$ cat src/hw/rtl/b64c_pkg.sv
`timescale 1ns / 1ps
// ----------------------------------------------------------------------------
// b64c_pkg
// Shared types, constants and alphabet functions for the Base64 codec.
// ----------------------------------------------------------------------------
package b64c_pkg;

    localparam int unsigned BYTE_W      = 8;
    localparam int unsigned SEXTET_W    = 6;
    localparam int unsigned MAX_RESULTS = 4;
    localparam int unsigned RES_IDX_W   = 2;
    localparam int unsigned RES_CNT_W   = 3;

    localparam logic [BYTE_W-1:0] PAD_CHAR   = 8'h3D;
    localparam logic [BYTE_W-1:0] PLUS_CHAR  = 8'h2B;
    localparam logic [BYTE_W-1:0] SLASH_CHAR = 8'h2F;

    typedef enum logic
    {
        MODE_ENCODE = 1'b0,
        MODE_DECODE = 1'b1
    } mode_t;

    typedef enum logic [1:0]
    {
        PHASE_0 = 2'd0,
        PHASE_1 = 2'd1,
        PHASE_2 = 2'd2,
        PHASE_3 = 2'd3
    } phase_t;

    typedef struct packed
    {
        logic                valid;
        logic [SEXTET_W-1:0] sextet;
    } sextet_lookup_t;

    // Per-transaction flags shared by every result of one input item.
    typedef struct packed
    {
        logic marker;
        logic bad;
        logic msg_end;
    } item_flags_t;

    function automatic logic [BYTE_W-1:0] sextet_to_char(input logic [SEXTET_W-1:0] v);
        logic [BYTE_W-1:0] c;
        if (v < 6'd26)
        begin
            c = 8'h41 + BYTE_W'(v);
        end
        else if (v < 6'd52)
        begin
            c = 8'h61 + BYTE_W'(v - 6'd26);
        end
        else if (v < 6'd62)
        begin
            c = 8'h30 + BYTE_W'(v - 6'd52);
        end
        else if (v == 6'd62)
        begin
            c = PLUS_CHAR;
        end
        else
        begin
            c = SLASH_CHAR;
        end
        return c;
    endfunction

    function automatic sextet_lookup_t char_to_sextet(input logic [BYTE_W-1:0] c);
        sextet_lookup_t r;
        r.valid  = 1'b1;
        r.sextet = '0;
        if (c >= 8'h41 && c <= 8'h5A)
        begin
            r.sextet = SEXTET_W'(c - 8'h41);
        end
        else if (c >= 8'h61 && c <= 8'h7A)
        begin
            r.sextet = SEXTET_W'(c - 8'h61 + 8'd26);
        end
        else if (c >= 8'h30 && c <= 8'h39)
        begin
            r.sextet = SEXTET_W'(c - 8'h30 + 8'd52);
        end
        else if (c == PLUS_CHAR)
        begin
            r.sextet = 6'd62;
        end
        else if (c == SLASH_CHAR)
        begin
            r.sextet = 6'd63;
        end
        else
        begin
            r.valid = 1'b0;
        end
        return r;
    endfunction

endpackage

$ cat src/hw/rtl/b64c_if.sv
`timescale 1ns / 1ps
// ----------------------------------------------------------------------------
// b64c_if
// Valid/ready channel interfaces: input items, result items, mode writes.
// ----------------------------------------------------------------------------
interface b64c_item_if;
    logic                        valid;
    logic                        ready;
    logic [b64c_pkg::BYTE_W-1:0] data_byte;
    logic                        message_end;

    modport source (output valid, output data_byte, output message_end, input ready);
    modport sink   (input valid, input data_byte, input message_end, output ready);
endinterface

interface b64c_result_if;
    logic                        valid;
    logic                        ready;
    logic [b64c_pkg::BYTE_W-1:0] out_byte;
    logic                        no_data;
    logic                        run_last;
    logic                        message_done;
    logic                        bad_char;

    modport source (output valid, output out_byte, output no_data, output run_last,
                    output message_done, output bad_char, input ready);
    modport sink   (input valid, input out_byte, input no_data, input run_last,
                    input message_done, input bad_char, output ready);
endinterface

interface b64c_cfg_if;
    logic valid;
    logic ready;
    logic decode_mode;

    modport source (output valid, output decode_mode, input ready);
    modport sink   (input valid, input decode_mode, output ready);
endinterface

$ cat src/hw/rtl/base64_codec_unit.sv
`timescale 1ns / 1ps
// ----------------------------------------------------------------------------
// base64_codec_unit
// Streaming Base64 encoder/decoder (standard alphabet, '=' padding).
//
//   Channel  Dir   Payload                                         Handshake
//   item     in    data_byte, message_end                          valid/ready
//   result   out   out_byte, no_data, run_last, message_done,      valid/ready
//                  bad_char
//   cfg      in    decode_mode                                     valid/ready
//
// An item is registered, then translated combinationally into up to four results
// held in a result buffer that drains one result per cycle while result is ready.
// An item that gives no data but ends a message or holds a bad character gives
// one flag result. A steady encode stream gives four characters per three bytes,
// a message's last byte up to four; decode takes one item per cycle while ready.
// Reset clears control state and selects encode mode; cfg is always ready.
// Stalls on result hold the buffer and, once full, the input register.
// ----------------------------------------------------------------------------
module base64_codec_unit
(
    input  logic           clk,
    input  logic           rst_n,
    b64c_item_if.sink      item,
    b64c_result_if.source  result,
    b64c_cfg_if.sink       cfg
);

    // Input register
    logic                        in_vld_reg;
    logic [b64c_pkg::BYTE_W-1:0] in_byte_reg;
    logic                        in_end_reg;

    // Codec state
    b64c_pkg::mode_t               mode_reg;
    b64c_pkg::phase_t              phase_reg;
    b64c_pkg::phase_t              phase_next;
    logic [b64c_pkg::SEXTET_W-1:0] pend_reg;
    logic [b64c_pkg::SEXTET_W-1:0] pend_next;
    logic                          pad_seen_reg;
    logic                          pad_seen_next;

    // Result buffer
    logic [b64c_pkg::BYTE_W-1:0]    vals_reg  [b64c_pkg::MAX_RESULTS];
    logic [b64c_pkg::BYTE_W-1:0]    vals_next [b64c_pkg::MAX_RESULTS];
    logic [b64c_pkg::RES_CNT_W-1:0] rem_reg;
    logic [b64c_pkg::RES_CNT_W-1:0] rem_next;
    logic [b64c_pkg::RES_IDX_W-1:0] pos_reg;
    b64c_pkg::item_flags_t          flags_reg;
    b64c_pkg::item_flags_t          flags_next;

    logic                        in_fire;
    logic                        out_fire;
    logic                        cfg_fire;
    logic                        buf_free;
    logic                        load;
    b64c_pkg::sextet_lookup_t    lookup;

    assign out_fire = result.valid & result.ready;
    assign in_fire  = item.valid & item.ready;
    assign cfg_fire = cfg.valid & cfg.ready;
    assign cfg.ready = 1'b1;

    assign buf_free   = (rem_reg == '0) || ((rem_reg == 3'd1) && out_fire);
    assign load       = in_vld_reg & buf_free;
    assign item.ready = ~in_vld_reg | load;

    assign lookup = b64c_pkg::char_to_sextet(in_byte_reg);

    always_comb
    begin
        logic [b64c_pkg::RES_CNT_W-1:0] n;
        logic [b64c_pkg::BYTE_W-1:0]    b;
        n             = '0;
        b             = in_byte_reg;
        phase_next    = phase_reg;
        pend_next     = pend_reg;
        pad_seen_next = pad_seen_reg;
        flags_next    = '0;
        for (int i = 0; i < b64c_pkg::MAX_RESULTS; i++)
        begin
            vals_next[i] = '0;
        end

        if (mode_reg == b64c_pkg::MODE_ENCODE)
        begin
            unique case (phase_reg)
                b64c_pkg::PHASE_1:
                begin
                    vals_next[0] = b64c_pkg::sextet_to_char(pend_reg | {2'b00, b[7:4]});
                    pend_next    = {b[3:0], 2'b00};
                    phase_next   = b64c_pkg::PHASE_2;
                    n            = 3'd1;
                end
                b64c_pkg::PHASE_2:
                begin
                    vals_next[0] = b64c_pkg::sextet_to_char(pend_reg | {4'b0000, b[7:6]});
                    vals_next[1] = b64c_pkg::sextet_to_char(b[5:0]);
                    pend_next    = '0;
                    phase_next   = b64c_pkg::PHASE_0;
                    n            = 3'd2;
                end
                b64c_pkg::PHASE_0,
                b64c_pkg::PHASE_3:
                begin
                    vals_next[0] = b64c_pkg::sextet_to_char(b[7:2]);
                    pend_next    = {b[1:0], 4'b0000};
                    phase_next   = b64c_pkg::PHASE_1;
                    n            = 3'd1;
                end
            endcase
            // Flush the pending bits and pad the group out to four characters
            if (in_end_reg && (phase_next != b64c_pkg::PHASE_0))
            begin
                vals_next[n[1:0]] = b64c_pkg::sextet_to_char(pend_next);
                n = n + 3'd1;
                if (phase_next == b64c_pkg::PHASE_1)
                begin
                    vals_next[n[1:0]] = b64c_pkg::PAD_CHAR;
                    n = n + 3'd1;
                end
                vals_next[n[1:0]] = b64c_pkg::PAD_CHAR;
                n = n + 3'd1;
            end
        end
        else
        begin
            if (b == b64c_pkg::PAD_CHAR)
            begin
                pad_seen_next = 1'b1;
            end
            else if (!lookup.valid)
            begin
                flags_next.bad = 1'b1;
            end
            else if (!pad_seen_reg)
            begin
                unique case (phase_reg)
                    b64c_pkg::PHASE_0:
                    begin
                        pend_next  = lookup.sextet;
                        phase_next = b64c_pkg::PHASE_1;
                    end
                    b64c_pkg::PHASE_1:
                    begin
                        vals_next[0] = {pend_reg, lookup.sextet[5:4]};
                        pend_next    = {2'b00, lookup.sextet[3:0]};
                        phase_next   = b64c_pkg::PHASE_2;
                        n            = 3'd1;
                    end
                    b64c_pkg::PHASE_2:
                    begin
                        vals_next[0] = {pend_reg[3:0], lookup.sextet[5:2]};
                        pend_next    = {4'b0000, lookup.sextet[1:0]};
                        phase_next   = b64c_pkg::PHASE_3;
                        n            = 3'd1;
                    end
                    b64c_pkg::PHASE_3:
                    begin
                        vals_next[0] = {pend_reg[1:0], lookup.sextet};
                        pend_next    = '0;
                        phase_next   = b64c_pkg::PHASE_0;
                        n            = 3'd1;
                    end
                endcase
            end
        end

        // Emit a lone flag result when nothing else marks the transaction
        if ((n == '0) && (in_end_reg || flags_next.bad))
        begin
            flags_next.marker = 1'b1;
            n = 3'd1;
        end
        flags_next.msg_end = in_end_reg;
        if (in_end_reg)
        begin
            phase_next    = b64c_pkg::PHASE_0;
            pend_next     = '0;
            pad_seen_next = 1'b0;
        end

        rem_next = n;
    end

    // Control state
    always_ff @(posedge clk or negedge rst_n)
    begin
        if (!rst_n)
        begin
            in_vld_reg   <= 1'b0;
            mode_reg     <= b64c_pkg::MODE_ENCODE;
            phase_reg    <= b64c_pkg::PHASE_0;
            pend_reg     <= '0;
            pad_seen_reg <= 1'b0;
            rem_reg      <= '0;
            pos_reg      <= '0;
        end
        else
        begin
            if (in_fire)
            begin
                in_vld_reg <= 1'b1;
            end
            else if (load)
            begin
                in_vld_reg <= 1'b0;
            end

            if (cfg_fire)
            begin
                mode_reg     <= b64c_pkg::mode_t'(cfg.decode_mode);
                phase_reg    <= b64c_pkg::PHASE_0;
                pend_reg     <= '0;
                pad_seen_reg <= 1'b0;
            end
            else if (load)
            begin
                phase_reg    <= phase_next;
                pend_reg     <= pend_next;
                pad_seen_reg <= pad_seen_next;
            end

            if (load)
            begin
                rem_reg <= rem_next;
                pos_reg <= '0;
            end
            else if (out_fire)
            begin
                rem_reg <= rem_reg - 3'd1;
                pos_reg <= pos_reg + 2'd1;
            end
        end
    end

    // Payload registers
    always_ff @(posedge clk)
    begin
        if (in_fire)
        begin
            in_byte_reg <= item.data_byte;
            in_end_reg  <= item.message_end;
        end
        if (load)
        begin
            vals_reg  <= vals_next;
            flags_reg <= flags_next;
        end
    end

    assign result.valid        = (rem_reg != '0);
    assign result.out_byte     = vals_reg[pos_reg];
    assign result.no_data      = flags_reg.marker;
    assign result.run_last     = (rem_reg == 3'd1);
    assign result.message_done = (rem_reg == 3'd1) & flags_reg.msg_end;
    assign result.bad_char     = flags_reg.bad;

endmodule

$ cat src/flat_wrapper.sv
// flat-port wrapper written by rule: the top's interface ports become plain ports
module base64_codec_unit_flat 
  (clk, rst_n, item_valid, item_data_byte, item_message_end, item_ready, result_valid, result_out_byte, result_no_data, result_run_last, result_message_done, result_bad_char, result_ready, cfg_valid, cfg_decode_mode, cfg_ready);
  b64c_item_if item_i ();
  b64c_result_if result_i ();
  b64c_cfg_if cfg_i ();
  input  logic clk;
  input  logic rst_n;
  input wire logic [$bits(item_i.valid)-1:0] item_valid;
  input wire logic [$bits(item_i.data_byte)-1:0] item_data_byte;
  input wire logic [$bits(item_i.message_end)-1:0] item_message_end;
  output wire logic [$bits(item_i.ready)-1:0] item_ready;
  output wire logic [$bits(result_i.valid)-1:0] result_valid;
  output wire logic [$bits(result_i.out_byte)-1:0] result_out_byte;
  output wire logic [$bits(result_i.no_data)-1:0] result_no_data;
  output wire logic [$bits(result_i.run_last)-1:0] result_run_last;
  output wire logic [$bits(result_i.message_done)-1:0] result_message_done;
  output wire logic [$bits(result_i.bad_char)-1:0] result_bad_char;
  input wire logic [$bits(result_i.ready)-1:0] result_ready;
  input wire logic [$bits(cfg_i.valid)-1:0] cfg_valid;
  input wire logic [$bits(cfg_i.decode_mode)-1:0] cfg_decode_mode;
  output wire logic [$bits(cfg_i.ready)-1:0] cfg_ready;
  assign item_i.valid = item_valid;
  assign item_i.data_byte = item_data_byte;
  assign item_i.message_end = item_message_end;
  assign item_ready = item_i.ready;
  assign result_valid = result_i.valid;
  assign result_out_byte = result_i.out_byte;
  assign result_no_data = result_i.no_data;
  assign result_run_last = result_i.run_last;
  assign result_message_done = result_i.message_done;
  assign result_bad_char = result_i.bad_char;
  assign result_i.ready = result_ready;
  assign cfg_i.valid = cfg_valid;
  assign cfg_i.decode_mode = cfg_decode_mode;
  assign cfg_ready = cfg_i.ready;
  base64_codec_unit u_core (.clk(clk), .rst_n(rst_n), .item(item_i), .result(result_i), .cfg(cfg_i));
endmodule
$ cat config.mk
export PLATFORM = sky130hd
export DESIGN_NAME = base64_codec_unit_flat
export DESIGN_NICKNAME = d
export VERILOG_FILES = /design/src/hw/rtl/b64c_pkg.sv /design/src/hw/rtl/b64c_if.sv /design/src/hw/rtl/base64_codec_unit.sv /design/src/flat_wrapper.sv
export SDC_FILE = /design/constraint.sdc
export NUM_CORES = 1
export LEC_CHECK = 0
export BUFFER_PORTS_ARGS = -buffer_cell sky130_fd_sc_hd__buf_2
export CORE_MARGIN = 10
export CORE_UTILIZATION = 55
export CTS_BUF_LIST = sky130_fd_sc_hd__clkbuf_4 sky130_fd_sc_hd__clkbuf_8
export DETAILED_ROUTE_END_ITERATION = 8
export HOLD_SLACK_MARGIN = 0.02
export PLACE_DENSITY = 0.7
export SYNTH_ARGS = -nofsm -noshare
export SYNTH_HDL_FRONTEND = slang
export SYNTH_SLANG_ARGS = --single-unit
export TNS_END_PERCENT = 30
$ cat constraint.sdc
create_clock -name clk -period 5 [get_ports clk]
set_clock_uncertainty 0.1 [all_clocks]
set_input_delay 0.25 -clock clk [delete_from_list [all_inputs] [get_ports clk]]
set_output_delay 0.25 -clock clk [all_outputs]
set_load 0.05 [all_outputs]
==> summary.md, run 1 <==
| Metric | Value |
|---|---|
| WL final | `17.2 mm` |
| H-tree Lvls | `2` |
| Final Critical Period | `3960 ps` |
| # Post-CTS Setup Buffers | `0` |
| CP endpoint kind | `register` |
| First-pass GRT wire length | `27.2 mm` |
| VDD IR-drop max | `343 µV` |
| FF+latch count, synth | `53` |
| Detailed Route Iter0 Violations | `716` |
| Sequential cell area | `1510 µm²` |
| Syn-to-layout area delta | `6.21%` |
| Post-synthesis adder-cell area fraction | `11.1%` |
| Routed Antenna Nets | `0` |
| Post-synth EDFFs | `37` |
| Hold path startpoint | `item_valid` |
| Critical-path maximum fanout | `17` |
| Slowest CP cell | `edfxtp_1` |
| CTS tree | `done` |
| Post-Synth XOR/XNOR Area | `6.43%` |
| Crit Path Class | `register to register` |
| Synthesized cell area | `5860 µm²` |
| Number of gates resized after CTS | `0` |
| Worst-Margin Slew | `1070 ps` |
| Proportion of synthesized area in mux cells | `6.21%` |
| Reg2Reg Setup Slack | `1040 ps` |
| Setup_tns | `0 ps` |
| Max reg flops | `25` |
| Compound-Gate Fraction of Synth Area | `25.1%` |
| Syn Inst Count | `698` |
| Total CTS buffers | `5` |
| Largest family of logic cells by synthesized area | `compound AO/OA/AOI/OAI gates` |
| Hold Buf Count CTS | `10` |
| GRT Overall Usage | `22.2%` |
| Area of the multi-input gates | `4020 µm²` |
| Largest net degree at the start of global routing | `38` |
| Cell Pwr Density | `498 nW/µm²` |
| Vias in the first global route | `4965` |
| Avg Cell Area, Syn | `8.40 µm²` |
| Worst path required time | `5100 ps` |
| Nets | `765` |
| Die area | `15200 µm²` |
| Via/cell ratio | `6.45` |
| Final Max Tran Viols | `0` |
| Cell Rows | `37` |
| # IOs | `30` |
| Pre-antenna DRT Iters | `6` |
| Initial antenna violation count | `0` |
| Worst Hold Depth | `2` |
| Post-synthesis async set-or-reset flop share | `30.2%` |
| Post-Synth Simple-Gate Area | `19.4%` |
| Leakage | `2.38 nW` |
| Hold WC Path Type | `primary input to register` |
| # DRC | `0` |
| Fin crit share | `79.2%` |
| Setup ws final | `1040 ps` |
| Synth cell types | `89` |
| Most common flop cell mapped by yosys | `edfxtp_1` |
| Clk slew on worst S/H paths | `100 ps` |
| Clock Sinks | `53` |
| Fill cells | `949` |
| HPWL after DPL | `12.8 mm` |
| # port buffers | `28` |
| CTS Root Cell | `clkbuf_8` |
| Reg2Reg Depth | `9` |
| Register area share after synthesis | `25.8%` |
| Fin. Hold Viols | `0` |
| Worst Setup Start Kind | `register` |
| Global placer's final weighted congestion | `0.950` |
| Clk buf depth | `2` |
| Vias after detailed routing | `5382` |
| Skew-Pair Late Insertion Delay | `310 ps` |
| Die width | `123 µm` |
| Core box area | `10400 µm²` |
| Commonest non-fill, non-tap cells in the layout | `60 x nand2_1, 53 x nor2_1, 52 x ha_1` |
| Critical Path Max Stage Delay | `790 ps` |
| Crit path cell chain | `inv_1 -> ha_1 -> a21oi_2 -> o21ai_1 -> o21ai_1 -> a21oi_2 -> a211o_1 -> a21oi_4 -> mux2_4` |
| Status | `finished clean` |
| R2r endpoint | `u_core.pend_reg[4]$_DFFE_PN0P_` |
| Hold EP | `u_core.in_vld_reg$_DFFE_PN0P_` |
| N_diodes | `0` |
| Crit path DAT | `4060 ps` |
| RSZ-0062 raised after global routing | `false` |
| R2r startpoint | `u_core.in_byte_reg[2]$_DFFE_PP_` |
| Pre-CTS worst setup slack | `1170 ps` |
| Routed len/inst | `20.6 µm` |
| Die Y | `123 µm` |
| Fraction of layout cells with a size suffix above 1 | `11.2%` |
| Maximum Capacitance Violations | `0` |
| Final setup viols | `0` |
| Peak Freq | `253 MHz` |
| Max transition margin | `28.0%` |
| Grt ovf | `0` |
| Most common cell after layout, fill and taps aside | `nand2_1` |
| Ys Warns | `0` |
| Initial Utilization | `56.5%` |
-- cells by family after synthesis --
kind of cell | after synthesis
AOI/OAI and AO/OA | 210
xor gates and xnor gates | 43
adders and majority gates | 52
buffers and inverters | 86
DFF | 53
muxes | 27
other | 2
and+or+nand+nor | 225
-- cell type report --
type / count / area share [%]
clock inverter: 2 / 0.623
sequential: 53 / 24.3
clock buffer: 6 / 1.23
timing repair buffer: 45 / 4.70
multi-input combinational: 561 / 64.5
inverter: 32 / 1.93
tap: 136 / 2.73
-- report_power, final --
part | switching [mW] | leakage (nW) | total (mW) | internal [mW]
combinational | 1.26 | 1.77 | 1.97 | 0.705
sequential | 0.193 | 0.547 | 0.824 | 0.631
clock | 0.150 | 0.0588 | 0.306 | 0.156
-- how the worst max path moves through the flow --
stage,startpoint,endpoint,slack [ps]
global placement,u_core.in_byte_reg[2]$_DFFE_PP_,u_core.pend_reg[4]$_DFFE_PN0P_,1290
CTS,u_core.in_byte_reg[2]$_DFFE_PP_,u_core.pend_reg[4]$_DFFE_PN0P_,1160
finish,u_core.in_byte_reg[2]$_DFFE_PP_,u_core.pend_reg[4]$_DFFE_PN0P_,1040
global route,u_core.in_byte_reg[2]$_DFFE_PP_,u_core.pend_reg[1]$_DFFE_PN0P_,770
floorplan,u_core.in_byte_reg[2]$_DFFE_PP_,u_core.pend_reg[1]$_DFFE_PN0P_,1800
detailed placement,u_core.in_byte_reg[2]$_DFFE_PP_,u_core.pend_reg[4]$_DFFE_PN0P_,1170
-- cell usage after synthesis, types with 13 or more instances --
master	count	share of area [%]
o211ai_1	14	1.8
a211oi_1	15	1.9
nor2_1	53	3.4
xnor2_1	23	3.4
nand2b_1	13	1.4
a21oi_1	47	4.0
inv_1	27	1.7
dfrtp_1	16	6.8
xor2_1	20	3.0
nand2_1	60	3.8
o21ai_0	33	2.8
nand3_1	22	1.9
clkbuf_1	41	2.6
edfxtp_1	37	19
nor3_1	17	1.5
ha_1	52	11
-- routing by layer --
| layer | GRT usage, % | wire, µm |
|---|---|---|
| met5 | 0 | 0 |
| met4 | 3.35 | 221 |
| met3 | 4.56 | 1250 |
| met2 | 34.4 | 7990 |
| met1 | 31.9 | 7760 |
-- critical path, delay by kind of cell, from the launching register on --
kind	cells	cell delay, ps
AO/OA/AOI/OAI	6	1870
multiplexers	1	340
flip-flops	1	790
adder cells (fa/ha/maj)	1	410
buffers and inverters	1	340
-- per-stage QoR --
| stage | cell area (µm²) | utilization [%] | instances | power [mW] | hold slack, ps |
|---|---|---|---|---|---|
| global placement | 6010 | 58.0 | 817 | 2.72 | 92.8 |
| CTS | 6220 | 60.0 | 835 | 3.07 | 26.9 |
| finish | 6220 | 60.0 | 835 | 3.10 | 29.5 |
| floorplan | 5870 | - | 700 | 2.29 | -146 |
| global route | 6220 | 60.0 | 835 | 3.31 | 25.9 |
| detailed placement | 6010 | 58.0 | 817 | 2.75 | 101 |
No activity file was read; power rests on OpenSTA's default activity.
==> run 2, diff against run 1 <==
Settings changed: ABC_AREA set to 1.
Clock period 5 ns to 3.7 ns, I/O delays scaled along.
==> summary.md, run 2 <==
| Metric | Value |
|---|---|
| Status | `finished clean` |
| # Post-CTS Setup Buffers | `0 (unchanged)` |
| Pre-CTS worst setup slack | `696 ps (-475 ps)` |
| CP endpoint kind | `register` |
| Fill cells | `994 (+4.7%)` |
| Fraction of layout cells with a size suffix above 1 | `9.61% (-1.5 points)` |
| Register area share after synthesis | `26.3% (+0.51 points)` |
| R2r startpoint | `u_core.phase_reg[1]$_DFFE_PN0P_` |
| Synth area leader | `edfxtp_1` |
| Placed insts | `988 (+21%)` |
| # IOs | `30 (unchanged)` |
| Post-synth EDFFs | `37 (unchanged)` |
| Yosys top cell area share | `19.3% (+0.38 points)` |
| Core box area | `10200 µm² (-1.3%)` |
| Reg2Reg Setup Slack | `630 ps (-410 ps)` |
| Initial antenna violation count | `0 (unchanged)` |
| Clock network power share | `7.8% (-2.1 points)` |
| Reg2Reg Depth | `13 (+4)` |
| HPWL after DPL | `13.5 mm (+5.3%)` |
| Worst setup path start | `u_core.phase_reg[1]$_DFFE_PN0P_` |
| Gate power share | `67.6% (+4.1 points)` |
| Post-synthesis async set-or-reset flop share | `30.2% (unchanged)` |
| Die area | `14900 µm² (-1.6%)` |
| P_sw | `2.62 mW (+63%)` |
| R2r endpoint | `u_core.vals_reg[22]$_SDFFCE_PP0P_` |
| Global placer's final weighted congestion | `0.994 (+4.7%)` |
| Max reg flops | `25 (unchanged)` |
| RSZ-0062 raised after global routing | `false` |
| Top-count cell post-synth | `nand2_1` |
| Grt ovf | `0 (unchanged)` |
| Final Critical Period | `3070 ps (-887 ps)` |
| Commonest non-fill, non-tap cells in the layout | `222 x nand2_1, 93 x inv_1, 83 x nand3_1` |
| Crit path cell chain | `inv_1 -> ha_1 -> inv_2 -> o21ai_1 -> or2_1 -> nand2_1 -> ha_1 -> a21oi_1 -> nand2_1 -> o211ai_1 -> nand2_1 -> nand2_1 -> inv_1` |
| Total CTS buffers | `5 (unchanged)` |
| Via/cell ratio | `5.82 (-9.7%)` |
| Most common cell after layout, fill and taps aside | `nand2_1` |
| # DRC | `0 (unchanged)` |
| Worst path required time | `3700 ps (-1400 ps)` |
| Internal power | `1.98 mW (+32%)` |
| Setup ws final | `630 ps (-412 ps)` |
| Post-synth top cells | `222 x nand2_1, 93 x inv_1, 83 x nand3_1, 67 x nor2_1, 52 x ha_1` |
| Initial Utilization | `56.2% (-0.35 points)` |
| Pwr Total | `4.60 mW (+48%)` |
| Clk buf depth | `2 (unchanged)` |
| Max transition margin | `46.7% (+19 points)` |
| N_diodes | `0 (unchanged)` |
| Main area contributors after synthesis | `edfxtp_1 19%, nand2_1 15%, ha_1 11%` |
| Clock Sinks | `53 (unchanged)` |
| H-tree Lvls | `2 (unchanged)` |
| Critical Path Max Stage Delay | `560 ps (-230 ps)` |
| Maximum Capacitance Violations | `0 (unchanged)` |
| Critical-path maximum fanout | `18 (+1)` |
| Peak Freq | `326 MHz (+29%)` |
| Routed Antenna Nets | `0 (unchanged)` |
| Synthesized cell area | `5750 µm² (-1.9%)` |
| Syn-to-layout area delta | `8.38%` |
| WL final | `17.4 mm (+0.84%)` |
| Worst-Margin Slew | `794 ps (-281 ps)` |
| # port buffers | `28 (unchanged)` |
| CP dominant cell by count | `nand2_1` |
| Most common flop cell mapped by yosys | `edfxtp_1` |
| Worst Setup EP | `u_core.vals_reg[22]$_SDFFCE_PP0P_` |
| CTS tree | `done` |
| Die Y | `122 µm (-0.82%)` |
| Clk slew on worst S/H paths | `110 ps (about the same)` |
| VDD IR-drop max | `489 µV (+43%)` |
| Routed len/inst | `17.2 µm (-17%)` |
| Post-Layout Cell Count | `1010 (+21%)` |
| Fin. Hold Viols | `0 (unchanged)` |
| FF+latch count, synth | `53 (unchanged)` |
| CTS Root Cell | `clkbuf_8` |
| Number of gates resized after CTS | `0 (unchanged)` |
| Avg Cell Area, Syn | `6.87 µm² (-18%)` |
| Crit path DAT | `3070 ps (-990 ps)` |
| Syn Inst Count | `837 (+20%)` |
| Hold WC Path Type | `primary input to register` |
| Final setup viols | `0 (unchanged)` |
| Vias after detailed routing | `5877 (+9.2%)` |
| Cell Rows | `37 (unchanged)` |
| Reg power frac | `24.6% (-2.0 points)` |
| Leakage | `2.95 nW (+24%)` |
| Nets | `940 (+23%)` |
| Largest net degree at the start of global routing | `25 (-34%)` |
| Slowest CP cell | `ha_1` |
| Setup_tns | `0 ps (unchanged)` |
| Ys Warns | `0 (unchanged)` |
| Final Max Tran Viols | `0 (unchanged)` |
| Sw Share | `57.0% (+5.2 points)` |
| Skew-Pair Late Insertion Delay | `320 ps (about the same)` |
| GRT Overall Usage | `23.6% (+1.3 points)` |
| Worst Setup Start Kind | `register` |
| Fin crit share | `83.0% (+3.8 points)` |
| Hold Buf Count CTS | `14 (+4)` |
| Crit Path Class | `register to register` |
| Pre-antenna DRT Iters | `6 (unchanged)` |
| Detailed Route Iter0 Violations | `587 (-18%)` |
| Die width | `122 µm (-0.82%)` |
| Vias in the first global route | `5673 (+14%)` |
| Synth cell types | `49 (-45%)` |
| First-pass GRT wire length | `28.8 mm (+5.8%)` |
| Cell Pwr Density | `738 nW/µm² (+48%)` |
run 2: changes by cell type after synthesis, sizes merged, moves of 9 or more:
cell	change
a211oi	-9
and2	-9
clkbuf	-35
inv	+69
mux2	-10
mux2i	-12
nand2	+174
nand2b	-14
nand3	+62
nor2	+19
nor2b	-11
o21ai	+26
xnor2	-11
run 2: worst min path at each step:
stage | start | to | slack (ps) | cells after the start
after floorplan | rst_n | u_core.in_vld_reg$_DFFE_PN0P_ | -210 | 0
after global placement | rst_n | u_core.rem_reg[2]$_DFFE_PN0P_ | 30 | 1
after detailed placement | rst_n | u_core.rem_reg[2]$_DFFE_PN0P_ | 30 | 1
after CTS | cfg_valid | u_core.pad_seen_reg$_DFFE_PN0P_ | 190 | 4
after global routing | cfg_valid | u_core.pad_seen_reg$_DFFE_PN0P_ | 220 | 4
final | cfg_valid | u_core.pad_seen_reg$_DFFE_PN0P_ | 200 | 4
run 2: cell type report:
type	count	area (µm²)	share of cell area [%]
sequential	53	1510	24.3
timing repair buffer	49	333	5.34
clock inverter	3	26.3	0.422
clock buffer	5	68.8	1.10
inverter	101	379	6.09
tap	136	170	2.73
multi-input combinational	663	3740	60.0
run 2: through the flow:
stage               hold slack, ps  area, µm²  util, %
detailed placement            33.2       5990     58.6
floorplan                     -211       5750        -
CTS                            186       6230     60.9
finish                         203       6230     60.9
global route                   216       6230     60.9
global placement              25.8       5990     58.6
run 2: layer usage:
layer	share of wire, %	vias to the layer above	routed length (µm)	track usage (%)
li1	-	2869	-	-
met1	44	2692	7690	31.3
met2	45	262	7770	36.7
met3	7.3	54	1280	4.68
met4	3.6	0	627	10.2
met5	0	-	0	0
run 2: power groups by stage:
stage / sequential (mW) / clock [mW] / combinational [mW]
5_1_grt: 1.15 / 0.388 / 3.45
6_report: 1.13 / 0.358 / 3.11
4_1_cts: 1.13 / 0.366 / 3.07
2_1_floorplan: 1.04 / 0 / 2.36
3_3_place_gp: 1.14 / 0 / 3.00
3_5_place_dp: 1.14 / 0 / 3.04
run 2: cells by family after synthesis:
| kind of cell | after synthesis | share of synthesized area (%) |
|---|---|---|
| AO/OA/AOI/OAI | 158 | 16.6 |
| XOR/XNOR | 31 | 4.72 |
| adder cells (fa/ha/maj) | 52 | 11.3 |
| buffers and inverters | 123 | 8.80 |
| flip-flops | 53 | 26.3 |
| other | 2 | 0.131 |
| AND/OR/NAND/NOR | 418 | 32.2 |
run 2: worst max-delay path, delay by kind of cell (launching register included):
family | cells | cell delay, ps
fa+ha+maj | 2 | 750
flops | 1 | 420
buf+inv | 3 | 480
compound gates | 3 | 610
simple gates | 5 | 480
==> run 3, diff against run 2 <==
Clock period 3.7 ns to 3 ns, I/O delays scaled along.
==> summary.md, run 3 (synthesis results as in run 2) <==
| Metric | Value |
|---|---|
| Final setup viols | `0 (unchanged)` |
| Skew-Pair Late Insertion Delay | `340 ps (+20 ps)` |
| Routed len/inst | `16.8 µm (-2.1%)` |
| Max transition margin | `51.0% (+4.3 points)` |
| Commonest non-fill, non-tap cells in the layout | `222 x nand2_1, 93 x inv_1, 83 x nand3_1` |
| Most common cell after layout, fill and taps aside | `nand2_1` |
| Nets | `953 (+1.4%)` |
| Global placer's final weighted congestion | `1.04 (+4.7%)` |
| Final Util | `61.9% (+0.98 points)` |
| Clk buf depth | `2 (unchanged)` |
| Crit Path Class | `register to register` |
| Routed Antenna Nets | `0 (unchanged)` |
| Die Y | `122 µm (unchanged)` |
| Pre-CTS worst setup slack | `384 ps (-312 ps)` |
| Leakage | `3.01 nW (+2.1%)` |
| Syn-to-layout area delta | `10.1%` |
| Final Max Tran Viols | `0 (unchanged)` |
| Die area | `14900 µm² (unchanged)` |
| Clock Sinks | `53 (unchanged)` |
| CTS tree | `done` |
| Fraction of layout cells with a size suffix above 1 | `10.8% (+1.2 points)` |
| Largest net degree at the start of global routing | `26 (+4.0%)` |
| Initial Utilization | `56.2% (unchanged)` |
| Initial antenna violation count | `0 (unchanged)` |
| Pre-antenna DRT Iters | `5 (-1)` |
| Grt ovf | `0 (unchanged)` |
| Critical Path Max Stage Delay | `560 ps (about the same)` |
| Worst path required time | `3010 ps (-690 ps)` |
| Die width | `122 µm (unchanged)` |
| Number of gates resized after CTS | `0 (unchanged)` |
| H-tree Lvls | `2 (unchanged)` |
| Setup ws final | `352 ps (-277 ps)` |
| Crit path DAT | `2660 ps (-410 ps)` |
| Reg2Reg Depth | `12 (-1)` |
| Worst Hold Depth | `4 (unchanged)` |
| Detailed Route Iter0 Violations | `495 (-16%)` |
| Crit path cell chain | `inv_2 -> ha_1 -> xnor2_1 -> inv_1 -> ha_1 -> o21bai_1 -> a31oi_1 -> nand2_1 -> a21oi_1 -> nand2_1 -> nand2_1 -> nand2_1` |
| Vias in the first global route | `5740 (+1.2%)` |
| Slowest CP cell | `edfxtp_1` |
| Cell Pwr Density | `905 nW/µm² (+23%)` |
| R2r endpoint | `u_core.vals_reg[30]$_DFFE_PP_` |
| Final Critical Period | `2650 ps (-423 ps)` |
| Fill cells | `956 (-3.8%)` |
| Maximum Capacitance Violations | `0 (unchanged)` |
| CP endpoint kind | `register` |
| CTS Root Cell | `clkbuf_8` |
| Status | `finished clean` |
| Fin crit share | `88.3% (+5.3 points)` |
| Hold path startpoint | `cfg_valid` |
| Worst Setup Start Kind | `register` |
| Clk slew on worst S/H paths | `100 ps (about the same)` |
| RSZ-0062 raised after global routing | `false` |
| # port buffers | `28 (unchanged)` |
| Via/cell ratio | `5.87 (+0.83%)` |
| Hold EP | `u_core.pad_seen_reg$_DFFE_PN0P_` |
| HPWL after DPL | `13.5 mm (+0.13%)` |
| # Post-CTS Setup Buffers | `0 (unchanged)` |
| Reg2Reg Setup Slack | `350 ps (-280 ps)` |
| VDD IR-drop max | `658 µV (+35%)` |
| Hold WC Path Type | `primary input to register` |
| R2r startpoint | `u_core.in_byte_reg[4]$_DFFE_PP_` |
| Core box area | `10200 µm² (unchanged)` |
| GRT Overall Usage | `23.3% (-0.32 points)` |
| CP dominant cell by count | `nand2_1` |
| Total CTS buffers | `5 (unchanged)` |
| Cell Rows | `37 (unchanged)` |
| Peak Freq | `378 MHz (+16%)` |
| N_diodes | `0 (unchanged)` |
| Critical-path maximum fanout | `11 (-7)` |
| Max reg flops | `25 (unchanged)` |
| First-pass GRT wire length | `28.1 mm (-2.3%)` |
| Setup_tns | `0 ps (unchanged)` |
| # DRC | `0 (unchanged)` |
| WL final | `17.2 mm (-0.82%)` |
| Vias after detailed routing | `6002 (+2.1%)` |
| # IOs | `30 (unchanged)` |
| Worst-Margin Slew | `727 ps (-66.9 ps)` |
| Fin. Hold Viols | `0 (unchanged)` |
-- run 3: worst max-delay path by stage --
stage	start	to
floorplan	u_core.pos_reg[0]$_DFFE_PN0P_	result_out_byte[3]
global placement	u_core.in_byte_reg[4]$_DFFE_PP_	u_core.vals_reg[30]$_DFFE_PP_
detailed placement	u_core.in_byte_reg[4]$_DFFE_PP_	u_core.vals_reg[30]$_DFFE_PP_
CTS	u_core.in_byte_reg[4]$_DFFE_PP_	u_core.vals_reg[30]$_DFFE_PP_
global route	u_core.in_byte_reg[4]$_DFFE_PP_	u_core.vals_reg[30]$_DFFE_PP_
finish	u_core.in_byte_reg[4]$_DFFE_PP_	u_core.vals_reg[30]$_DFFE_PP_
-- run 3: final cells by class --
type / count / area, µm² / area share, %
repair buffers: 62 / 433 / 6.84
flip-flops and latches: 53 / 1510 / 23.9
clock inverters: 3 / 26.3 / 0.415
multi-input cells: 663 / 3740 / 59.1
well taps: 136 / 170 / 2.69
inverters: 101 / 379 / 5.99
clock buffers: 5 / 68.8 / 1.09
-- run 3: worst max-delay path, delay by kind of cell, from the launching register on --
kind | cells | cell delay [ps]
AOI/OAI and AO/OA | 3 | 520
xor gates and xnor gates | 1 | 130
adders and majority gates | 2 | 440
buffers and inverters | 2 | 340
DFF | 1 | 560
and+or+nand+nor | 4 | 310
-- run 3: where the power goes --
group	switching, mW	total [mW]	leakage, nW	internal [mW]
clock	0.275	0.445	0.0423	0.170
sequential	0.202	1.32	0.556	1.12
combinational	2.76	3.95	2.41	1.19
-- run 3: what timing repair did --
| item | 4_1_cts | 5_1_grt |
|---|---|---|
| hold buffers | 15 | 0 |
| setup endpoints to repair | 0 | 0 |
| endpoints found under the hold margin | 28 | 0 |
-- run 3: layer usage --
metal,up-vias,global-route usage [%],routed length [µm]
li1,2891,-,-
met5,-,0,0
met4,0,8.76,513
met2,278,37.9,7940
met3,52,5.97,1500
met1,2781,29.1,7270
-- run 3: metrics by stage --
stage,hold slack (ps),total power [mW],std cells,area [µm²]
after floorplan,-246,4.19,839,5760
after global placement,-2.29,5.14,1000,6080
after detailed placement,13.7,5.19,1000,6080
after CTS,112,5.67,1023,6330
after global routing,155,6.21,1023,6330
final,125,5.72,1023,6330
